==> src/rtl/core/psa_pkg.sv <==
// ----------------------------------------------------------------------------
// psa_pkg
// Shared sizes, request kinds and response status codes of the slot allocator.
// ----------------------------------------------------------------------------
package psa_pkg;

  localparam int BOARDS          = 16;
  localparam int SLOTS_PER_BOARD = 64;
  localparam int BOARD_STRIDE    = 64;

  localparam int BOARD_W  = (BOARDS > 1) ? $clog2(BOARDS) : 1;
  localparam int SLOT_W   = $clog2(BOARD_STRIDE);
  localparam int FILL_W   = $clog2(SLOTS_PER_BOARD + 1);
  localparam int HANDLE_W = 10;
  localparam int COUNT_W  = 11;
  localparam int STATUS_W = 2;

  localparam logic KIND_BORROW = 1'b0;
  localparam logic KIND_RETURN = 1'b1;

  localparam logic [STATUS_W-1:0] ST_OK   = 2'd0;
  localparam logic [STATUS_W-1:0] ST_FULL = 2'd1;
  localparam logic [STATUS_W-1:0] ST_BAD  = 2'd2;

endpackage

==> src/rtl/core/psa_if.sv <==
// ----------------------------------------------------------------------------
// psa_req_if / psa_rsp_if
// Valid/ready channels that carry allocator requests and their responses.
// ----------------------------------------------------------------------------
interface psa_req_if;
  logic                          valid;
  logic                          ready;
  logic                          kind;
  logic [psa_pkg::HANDLE_W-1:0]  handle;

  modport source (output valid, kind, handle, input ready);
  modport sink   (input valid, kind, handle, output ready);
endinterface

interface psa_rsp_if;
  logic                          valid;
  logic                          ready;
  logic [psa_pkg::STATUS_W-1:0]  status;
  logic [psa_pkg::HANDLE_W-1:0]  granted;
  logic                          board_released;
  logic [psa_pkg::COUNT_W-1:0]   live_count;

  modport source (output valid, status, granted, board_released, live_count, input ready);
  modport sink   (input valid, status, granted, board_released, live_count, output ready);
endinterface

==> src/rtl/core/psa_ram.sv <==
// ----------------------------------------------------------------------------
// psa_ram
// Generic single-write, single-read RAM with a registered read port.
// ----------------------------------------------------------------------------
module psa_ram #(
  parameter int WIDTH = 64,
  parameter int DEPTH = 16
) (
  input  logic                                     clk,
  input  logic                                     we,
  input  logic [((DEPTH > 1) ? $clog2(DEPTH) : 1)-1:0] waddr,
  input  logic [WIDTH-1:0]                         wdata,
  input  logic                                     re,
  input  logic [((DEPTH > 1) ? $clog2(DEPTH) : 1)-1:0] raddr,
  output logic [WIDTH-1:0]                         rdata
);

  logic [WIDTH-1:0] mem [DEPTH];

  always_ff @(posedge clk) begin
    if (we) begin
      mem[waddr] <= wdata;
    end
    if (re) begin
      rdata <= mem[raddr];
    end
  end

endmodule

==> src/rtl/core/pooled_slot_allocator.sv <==
// ----------------------------------------------------------------------------
// pooled_slot_allocator
// Fixed-size slot allocator over a fixed set of boards of slots.
// ----------------------------------------------------------------------------
// A request on req either borrows a slot (kind 0) or returns the slot named
// by handle (kind 1). Every request yields exactly one response on rsp with
// a status, the granted handle, a board release flag and the live count.
// The block takes a request when it is idle; in that cycle it picks the
// board and reads that board's busy map from the map RAM. In the update
// state that follows, which waits on the registered read of the map RAM
// and on a free response register, it finds the slot, writes the map back
// and loads the response register. No new request is taken before that.
// The response register lets a new request be taken while the previous
// response still waits. If the receiver stalls and the register is still
// full, the update cycle waits until the response is taken.
// Reset clears all board state and the live count at once. The map RAM is
// not cleared; a board's map is treated as empty when the board is
// activated, and maps of inactive boards are never used.
// ----------------------------------------------------------------------------
module pooled_slot_allocator (
  input logic      clk,
  input logic      rst,
  psa_req_if.sink  req,
  psa_rsp_if.source rsp
);

  import psa_pkg::*;

  typedef enum logic [1:0] {
    S_IDLE   = 2'b01,
    S_UPDATE = 2'b10
  } state_t;

  state_t                     state;
  logic                       board_active  [BOARDS];
  logic [FILL_W-1:0]          board_fill    [BOARDS];
  logic [BOARD_W-1:0]         board_recency [BOARDS];
  logic [COUNT_W-1:0]         pool_fill;

  logic                       req_kind;
  logic [BOARD_W-1:0]         req_board;
  logic [SLOT_W-1:0]          req_slot;
  logic                       req_activate;
  logic                       req_full;
  logic                       req_bad;

  logic                       out_valid;
  logic [STATUS_W-1:0]        out_status;
  logic [HANDLE_W-1:0]        out_granted;
  logic                       out_released;
  logic [COUNT_W-1:0]         out_live;

  logic [BOARDS-1:0]          has_room;
  logic [BOARDS-1:0]          is_newest;
  logic                       room_found;
  logic [BOARD_W-1:0]         room_board;
  logic                       idle_found;
  logic [BOARD_W-1:0]         idle_board;
  logic [BOARD_W-1:0]         hbrd;
  logic [SLOT_W-1:0]          hslot;
  logic                       hbad;
  logic [BOARD_W-1:0]         sel_board;
  logic                       accept;

  logic [SLOTS_PER_BOARD-1:0] map_rdata;
  logic [SLOTS_PER_BOARD-1:0] row;
  logic [SLOTS_PER_BOARD-1:0] map_wdata;
  logic                       map_we;
  logic                       free_found;
  logic [SLOT_W-1:0]          free_slot;
  logic                       ret_ok;
  logic                       out_free;
  logic                       fire;

  assign accept    = (state == S_IDLE) && req.valid;
  assign req.ready = (state == S_IDLE);
  assign out_free  = !out_valid || rsp.ready;
  assign fire      = (state == S_UPDATE) && out_free;

  assign hbrd  = BOARD_W'(req.handle / BOARD_STRIDE);
  assign hslot = SLOT_W'(req.handle % BOARD_STRIDE);

  always_comb begin
    for (int b = 0; b < BOARDS; b++) begin
      has_room[b] = board_active[b] && (int'(board_fill[b]) < SLOTS_PER_BOARD);
    end
    for (int b = 0; b < BOARDS; b++) begin
      is_newest[b] = has_room[b];
      for (int k = 0; k < BOARDS; k++) begin
        if (has_room[k] && (board_recency[k] < board_recency[b])) begin
          is_newest[b] = 1'b0;
        end
      end
    end
    room_found = 1'b0;
    room_board = '0;
    idle_found = 1'b0;
    idle_board = '0;
    for (int b = 0; b < BOARDS; b++) begin
      if (!room_found && is_newest[b]) begin
        room_found = 1'b1;
        room_board = BOARD_W'(b);
      end
      if (!idle_found && !board_active[b]) begin
        idle_found = 1'b1;
        idle_board = BOARD_W'(b);
      end
    end
    hbad = 1'b1;
    if ((int'(req.handle / BOARD_STRIDE) < BOARDS) && (int'(hslot) < SLOTS_PER_BOARD)) begin
      hbad = !board_active[hbrd];
    end
    if (req.kind == KIND_RETURN) begin
      sel_board = hbrd;
    end else if (room_found) begin
      sel_board = room_board;
    end else begin
      sel_board = idle_board;
    end
  end

  psa_ram #(
    .WIDTH (SLOTS_PER_BOARD),
    .DEPTH (BOARDS)
  ) u_map (
    .clk   (clk),
    .we    (map_we),
    .waddr (req_board),
    .wdata (map_wdata),
    .re    (accept),
    .raddr (sel_board),
    .rdata (map_rdata)
  );

  always_comb begin
    row        = req_activate ? '0 : map_rdata;
    free_found = 1'b0;
    free_slot  = '0;
    for (int s = 0; s < SLOTS_PER_BOARD; s++) begin
      if (!free_found && !row[s]) begin
        free_found = 1'b1;
        free_slot  = SLOT_W'(s);
      end
    end
    ret_ok = !req_bad && row[req_slot];
    map_we    = 1'b0;
    map_wdata = row;
    if (fire) begin
      if (req_kind == KIND_BORROW) begin
        map_we    = !req_full;
        map_wdata = row | (SLOTS_PER_BOARD'(1) << free_slot);
      end else begin
        map_we    = ret_ok;
        map_wdata = row & ~(SLOTS_PER_BOARD'(1) << req_slot);
      end
    end
  end

  assign rsp.valid          = out_valid;
  assign rsp.status         = out_status;
  assign rsp.granted        = out_granted;
  assign rsp.board_released = out_released;
  assign rsp.live_count     = out_live;

  always_ff @(posedge clk) begin
    if (rst) begin
      state     <= S_IDLE;
      out_valid <= 1'b0;
      pool_fill <= '0;
      for (int b = 0; b < BOARDS; b++) begin
        board_active[b]  <= 1'b0;
        board_fill[b]    <= '0;
        board_recency[b] <= '0;
      end
    end else begin
      if (out_valid && rsp.ready) begin
        out_valid <= 1'b0;
      end
      unique case (state)
        S_IDLE: begin
          if (req.valid) begin
            req_kind     <= req.kind;
            req_board    <= sel_board;
            req_slot     <= hslot;
            req_activate <= (req.kind == KIND_BORROW) && !room_found && idle_found;
            req_full     <= (req.kind == KIND_BORROW) && !room_found && !idle_found;
            req_bad      <= hbad;
            state        <= S_UPDATE;
          end
        end
        S_UPDATE: begin
          if (out_free) begin
            out_valid    <= 1'b1;
            out_status   <= ST_OK;
            out_granted  <= '0;
            out_released <= 1'b0;
            out_live     <= pool_fill;
            if (req_kind == KIND_BORROW) begin
              if (req_full) begin
                out_status <= ST_FULL;
              end else begin
                if (req_activate) begin
                  for (int k = 0; k < BOARDS; k++) begin
                    if (board_active[k]) begin
                      board_recency[k] <= board_recency[k] + BOARD_W'(1);
                    end
                  end
                  board_active[req_board]  <= 1'b1;
                  board_recency[req_board] <= '0;
                  board_fill[req_board]    <= FILL_W'(1);
                end else begin
                  board_fill[req_board] <= board_fill[req_board] + FILL_W'(1);
                end
                pool_fill   <= pool_fill + COUNT_W'(1);
                out_live    <= pool_fill + COUNT_W'(1);
                out_granted <= HANDLE_W'(int'(req_board) * BOARD_STRIDE + int'(free_slot));
              end
            end else begin
              if (!ret_ok) begin
                out_status <= ST_BAD;
              end else begin
                pool_fill <= pool_fill - COUNT_W'(1);
                out_live  <= pool_fill - COUNT_W'(1);
                if (board_fill[req_board] == FILL_W'(1)) begin
                  for (int k = 0; k < BOARDS; k++) begin
                    if (board_active[k] && (BOARD_W'(k) != req_board) &&
                        (board_recency[k] > board_recency[req_board])) begin
                      board_recency[k] <= board_recency[k] - BOARD_W'(1);
                    end
                  end
                  board_active[req_board]  <= 1'b0;
                  board_fill[req_board]    <= '0;
                  board_recency[req_board] <= '0;
                  out_released             <= 1'b1;
                end else begin
                  board_fill[req_board] <= board_fill[req_board] - FILL_W'(1);
                end
              end
            end
            state <= S_IDLE;
          end
        end
        default: begin
          state <= S_IDLE;
        end
      endcase
    end
  end

endmodule

==> src/flat_wrapper.sv <==
// flat-port wrapper written by rule: the top's interface ports become plain ports
module pooled_slot_allocator_flat import psa_pkg::*;
  (clk, rst, req_valid, req_kind, req_handle, req_ready, rsp_valid, rsp_status, rsp_granted, rsp_board_released, rsp_live_count, rsp_ready);
  psa_req_if req_i ();
  psa_rsp_if rsp_i ();
  input logic clk;
  input logic rst;
  input wire logic [$bits(req_i.valid)-1:0] req_valid;
  input wire logic [$bits(req_i.kind)-1:0] req_kind;
  input wire logic [$bits(req_i.handle)-1:0] req_handle;
  output wire logic [$bits(req_i.ready)-1:0] req_ready;
  output wire logic [$bits(rsp_i.valid)-1:0] rsp_valid;
  output wire logic [$bits(rsp_i.status)-1:0] rsp_status;
  output wire logic [$bits(rsp_i.granted)-1:0] rsp_granted;
  output wire logic [$bits(rsp_i.board_released)-1:0] rsp_board_released;
  output wire logic [$bits(rsp_i.live_count)-1:0] rsp_live_count;
  input wire logic [$bits(rsp_i.ready)-1:0] rsp_ready;
  assign req_i.valid = req_valid;
  assign req_i.kind = req_kind;
  assign req_i.handle = req_handle;
  assign req_ready = req_i.ready;
  assign rsp_valid = rsp_i.valid;
  assign rsp_status = rsp_i.status;
  assign rsp_granted = rsp_i.granted;
  assign rsp_board_released = rsp_i.board_released;
  assign rsp_live_count = rsp_i.live_count;
  assign rsp_i.ready = rsp_ready;
  pooled_slot_allocator u_core (.clk(clk), .rst(rst), .req(req_i), .rsp(rsp_i));
endmodule
==> config.mk <==
export PLATFORM = sky130hd
export DESIGN_NAME = pooled_slot_allocator_flat
export DESIGN_NICKNAME = d
export VERILOG_FILES = /design/src/rtl/core/psa_pkg.sv /design/src/rtl/core/psa_if.sv /design/src/rtl/core/psa_ram.sv /design/src/rtl/core/pooled_slot_allocator.sv /design/src/flat_wrapper.sv
export SDC_FILE = /design/constraint.sdc
export NUM_CORES = 2
export LEC_CHECK = 0
export BUFFER_PORTS_ARGS = -buffer_cell sky130_fd_sc_hd__buf_2
export CORE_UTILIZATION = 35
export DETAILED_ROUTE_END_ITERATION = 8
export PLACE_DENSITY = 0.5
export SLEW_MARGIN = 10
export SYNTH_ARGS = -nofsm -noshare
export SYNTH_HDL_FRONTEND = slang
export SYNTH_SLANG_ARGS = --single-unit
==> constraint.sdc <==
create_clock -name clk -period 6.8 [get_ports clk]
set_input_delay 1.02 -clock clk [delete_from_list [all_inputs] [get_ports clk]]
set_output_delay 1.02 -clock clk [all_outputs]
set_load 0.005 [all_outputs]
==> results.txt <==
----------------------------------------------------
[STA]
  Max frequency ... ~160 MHz
  Actual slew at the worst max-slew pin ... roughly 1400 ps
  Largest clock skew in the final design ... around 39 ps
  Final max-slew violation count ... 0
  Final worst-path setup slack ... 528.9 ps
  Setup TNS Final ... 0 ps
  Final critical-path required period ... 6271 ps
  Slew HR ... 0.09377
  Tcrit/Tclk final ... 0.9222
  Number of hold violations in the final report ... 0
  Setup repair after global routing missed its margin ... no
  Setup-failing EPs final ... 0

[Synth]
  Prevailing post-synth register cell ... sky130_fd_sc_hd__edfxtp_1
  Area leader, netlist ... sky130_fd_sc_hd__edfxtp_1
  EDFF count, synth ... approximately 1300
  Largest cells by area after synthesis ... sky130_fd_sc_hd__edfxtp_1 54%, sky130_fd_sc_hd__ha_1 10%, sky130_fd_sc_hd__mux2i_1 7.4%
  Synth warnings ... 0
  Gate count after technology mapping ... 5436
  Yosys top cell area share ... 0.5370
  Avg Synthesized Cell Area ... roughly 13 um^2
  Register bit count reported by yosys ... approximately 1300
  Async set or reset register ratio after synthesis ... 0
  Cell area after technology mapping ... between 70000 and 80000 um^2
  Part of the Yosys area used for sequential elements ... 0.5604
  Total nets after synthesis ... between 6000 and 7000
  Count of different cell masters after synthesis ... roughly 100

[CTS]
  Num CTS Buffers ... 148
  Clock transition at the registers of the reported paths ... ~60 ps
  Clock tree from TritonCTS ... built
  CTS Hold Bufs ... 0
  Cell at the root of the clock tree ... sky130_fd_sc_hd__clkbuf_16
  Level count of the clock H-tree ... 4
  Worst skew pair latency ... a little over 800 ps
  Largest buffer count on any clock path ... 3
  Post-cts resize count ... 0
  Clock tree sinks ... 1336
  Post-CTS setup buffer count ... 0

[GRT]
  Antenna violations before repair ... 11
  Number of global-route vias before repair ... 49330
  GRT Total Usage ... 0.2504
  Global-route wire length before repair ... approximately 370000 um
  Aggregate global routing overflow ... 0
  Largest net degree at the start of global routing ... 65

[Placement]
  Final estimated routing congestion in global placement ... 0.9836
  Placement Setup Slack ... roughly 800 ps
  Number of buffers inserted by port buffering ... 40
  Final HPWL from detailed placement ... 172900 um

[Worst setup path]
  Maximum fanout encountered on the critical timing path ... 36
  Category of the worst setup path capture point ... flop
  Critical path type ... flop to flop
  Crit path required time ... 7310 ps
  FF-to-FF setup slack ... roughly 530 ps
  Terminus of the critical flop-to-flop path ... u_core.u_map.rdata[28]
  Startpoint kind of the worst setup timing path ... flop
  Data arrival time of the critical path ... ~6800 ps
  Reg2reg path depth ... 20
  Worst r2r src ... u_core.board_recency[11][1]

[Power and ir drop]
  Sw frac ... 0.2461
  P_sw ... around 4.7 mW
  LEAKAGE ... between 30 and 40 nW
  Proportion of power drawn by combinational gates ... 0.093
  P_int ... between 10 and 15 mW
  Total Power Consumption ... 18.94 mW
  Power per unit of standard cell area ... roughly 230 nW/um^2
  Flop pwr share ... 0.495
  Max rail drop VDD ... roughly 0.00025 V
  Clock group share of total power ... 0.412

[Worst hold path]
  Instance count along the most critical hold path ... 1
  Kind of path behind the tightest hold check ... input pin to flop
  Launch point of the worst hold path ... req_handle[0]
  Destination of the worst hold path ... u_core.req_slot[0]

[Floorplan]
  Chip width ... ~450 um
  Placeable core region ... 198200 um^2
  Effective utilization at floorplan ... 0.3537
  Std-Cell Rows ... between 150 and 200
  Die height ... 449.6 um
  Top-Level Pins ... 41
  Die outline area ... approximately 200000 um^2

[Layout]
  Share of final-layout standard cells stronger than drive strength 1 ... 0.1226
  Area delta synth->final ... 14.99%
  Most used cells in the layout excluding fill and tap cells ... 1254 x sky130_fd_sc_hd__edfxtp_1, 581 x sky130_fd_sc_hd__ha_1, 520 x sky130_fd_sc_hd__mux2i_1, 305 x sky130_fd_sc_hd__a21oi_1, 285 x sky130_fd_sc_hd__nor2_1
  Most common cell after layout, fill and taps aside ... sky130_fd_sc_hd__edfxtp_1
  Final #Nets ... around 6400

[Routing]
  Number of DRC markers in iteration 0 ... around 5200
  DRC violations left ... 0
  Via/cell ratio ... roughly 5.9
  Remaining antenna violation count ... 0
  Total Wirelength ... between 200000 and 300000 um
  Wire length per cell after detailed routing ... a little over 30 um
  Total number of vias ... a little over 50000
  Count of TritonRoute iterations in the first routing pass ... 6

[Outcome]
  Result of the run ... complete, no violations

[Flow run]
  Number of max-cap violations ... 0

----------------------------------------------------
logic make-up after synthesis:
family                     after synthesis  synth area share
AOI/OAI and AO/OA                     1139            0.1009
DFF                                   1336            0.5604
muxes                                  593           0.09720
buffers and inverters                  354           0.02714
and+or+nand+nor                       1380            0.1029
adders and majority gates              588            0.1057
xor gates and xnor gates                46          0.005746
worst max path at each step:
stage / cells past startpoint / to / startpoint
5_1_grt: 20 / u_core.u_map.rdata[28] / u_core.board_recency[11][0]
3_5_place_dp: 20 / u_core.u_map.rdata[52] / u_core.board_recency[11][1]
6_report: 20 / u_core.u_map.rdata[28] / u_core.board_recency[11][1]
3_3_place_gp: 20 / u_core.u_map.rdata[52] / u_core.board_recency[11][1]
2_1_floorplan: 12 / u_core.u_map.mem[11][0] / u_core.req_slot[0]
4_1_cts: 20 / u_core.u_map.rdata[28] / u_core.board_recency[11][1]
flip-flops by register name (all words and copies together), names as in the netlist, named ones only:
signal	flops
u_core.rsp.live_count	11
u_core.board_active	16
u_core.board_fill	112
u_core.rsp.granted	10
u_core.state	2
u_core.rsp.board_released	1
u_core.board_recency	64
u_core.req_full	1
u_core.rsp.valid	1
u_core.req_bad	1
u_core.req_kind	1
u_core.req_activate	1
u_core.req_board	4
u_core.u_map.rdata	64
u_core.rsp.status	2
u_core.req_slot	6
u_core.u_map.mem	1024
u_core.pool_fill	11
per-stage QoR:
stage	utilization	std cells	cell area, um^2	hold WS (ps)
after floorplan	-	5436	70120	470.5
after global placement	0.3831	8241	75950	484.1
after detailed placement	0.3831	8241	75950	495.5
after CTS	0.4066	8505	80600	354.2
after global routing	0.4067	8511	80620	369.7
final	0.4067	8513	80630	412.1
worst max-delay path, stage by stage (launching register included):
cell and delay [ps]:
sky130_fd_sc_hd__dfxtp_1 980, sky130_fd_sc_hd__buf_4 360, sky130_fd_sc_hd__ha_1 190, sky130_fd_sc_hd__nand2b_1 70
sky130_fd_sc_hd__a21oi_1 140, sky130_fd_sc_hd__nor2_1 50, sky130_fd_sc_hd__buf_4 180, sky130_fd_sc_hd__a2111oi_1 1090
sky130_fd_sc_hd__buf_4 240, sky130_fd_sc_hd__o31ai_1 60, sky130_fd_sc_hd__buf_4 200, sky130_fd_sc_hd__nor2_1 100
sky130_fd_sc_hd__a21oi_1 90, sky130_fd_sc_hd__a211oi_1 550, sky130_fd_sc_hd__o22ai_4 150, sky130_fd_sc_hd__buf_12 220
sky130_fd_sc_hd__buf_4 160, sky130_fd_sc_hd__buf_12 180, sky130_fd_sc_hd__mux2i_1 230, sky130_fd_sc_hd__o22ai_1 130
sky130_fd_sc_hd__or4_1 560
per-layer routing:
metal | vias to the layer above | track usage | share of wire
li1 | 22170 | - | -
met1 | 25600 | 0.3307 | 0.42
met2 | 2098 | 0.4015 | 0.46
met3 | 560 | 0.03981 | 0.063
met4 | 2 | 0.1184 | 0.050
met5 | - | 0 | 0.000077
cell usage after synthesis (15+ instances only):
library cell / number
sky130_fd_sc_hd__a211oi_1: 15
sky130_fd_sc_hd__a21o_1: 26
sky130_fd_sc_hd__a21oi_1: 305
sky130_fd_sc_hd__a311oi_1: 17
sky130_fd_sc_hd__a31oi_1: 26
sky130_fd_sc_hd__and2_1: 17
sky130_fd_sc_hd__and3_1: 30
sky130_fd_sc_hd__buf_2: 86
sky130_fd_sc_hd__buf_6: 34
sky130_fd_sc_hd__clkbuf_1: 67
sky130_fd_sc_hd__dfxtp_1: 82
sky130_fd_sc_hd__edfxtp_1: 1254
sky130_fd_sc_hd__ha_1: 581
sky130_fd_sc_hd__inv_1: 128
sky130_fd_sc_hd__mux2i_1: 520
sky130_fd_sc_hd__mux4_2: 70
sky130_fd_sc_hd__nand2_1: 276
sky130_fd_sc_hd__nand2b_1: 45
sky130_fd_sc_hd__nand3_1: 136
sky130_fd_sc_hd__nand4_1: 163
sky130_fd_sc_hd__nor2_1: 303
sky130_fd_sc_hd__nor2b_1: 140
sky130_fd_sc_hd__nor3_1: 73
sky130_fd_sc_hd__nor4_1: 27
sky130_fd_sc_hd__o2111ai_1: 15
sky130_fd_sc_hd__o211ai_1: 124
sky130_fd_sc_hd__o21a_1: 20
sky130_fd_sc_hd__o21ai_0: 192
sky130_fd_sc_hd__o21ai_1: 20
sky130_fd_sc_hd__o22ai_1: 273
sky130_fd_sc_hd__or3_1: 19
sky130_fd_sc_hd__or4_1: 71
sky130_fd_sc_hd__xnor2_1: 34
power groups by stage:
stage               sequential, mW  combinational [mW]  clock [mW]
global placement              9.54                1.74           0
floorplan                     9.40                1.13           0
detailed placement            9.54                1.75           0
finish                        9.37                1.76        7.81
CTS                           9.36                1.76        7.94
global route                  9.37                1.87        8.25
cell type report:
class	instances	area, um^2
Fill cell	18490	117600
Sequential cell	1336	39300
Multi-Input combinational cell	3746	29140
Clock buffer	179	3862
Timing Repair Buffer	387	3706
Tap cell	2640	3303
Clock inverter	85	794.5
Inverter	132	501.7
Antenna cell	8	20.02
No activity file was read; power rests on OpenSTA's default activity.
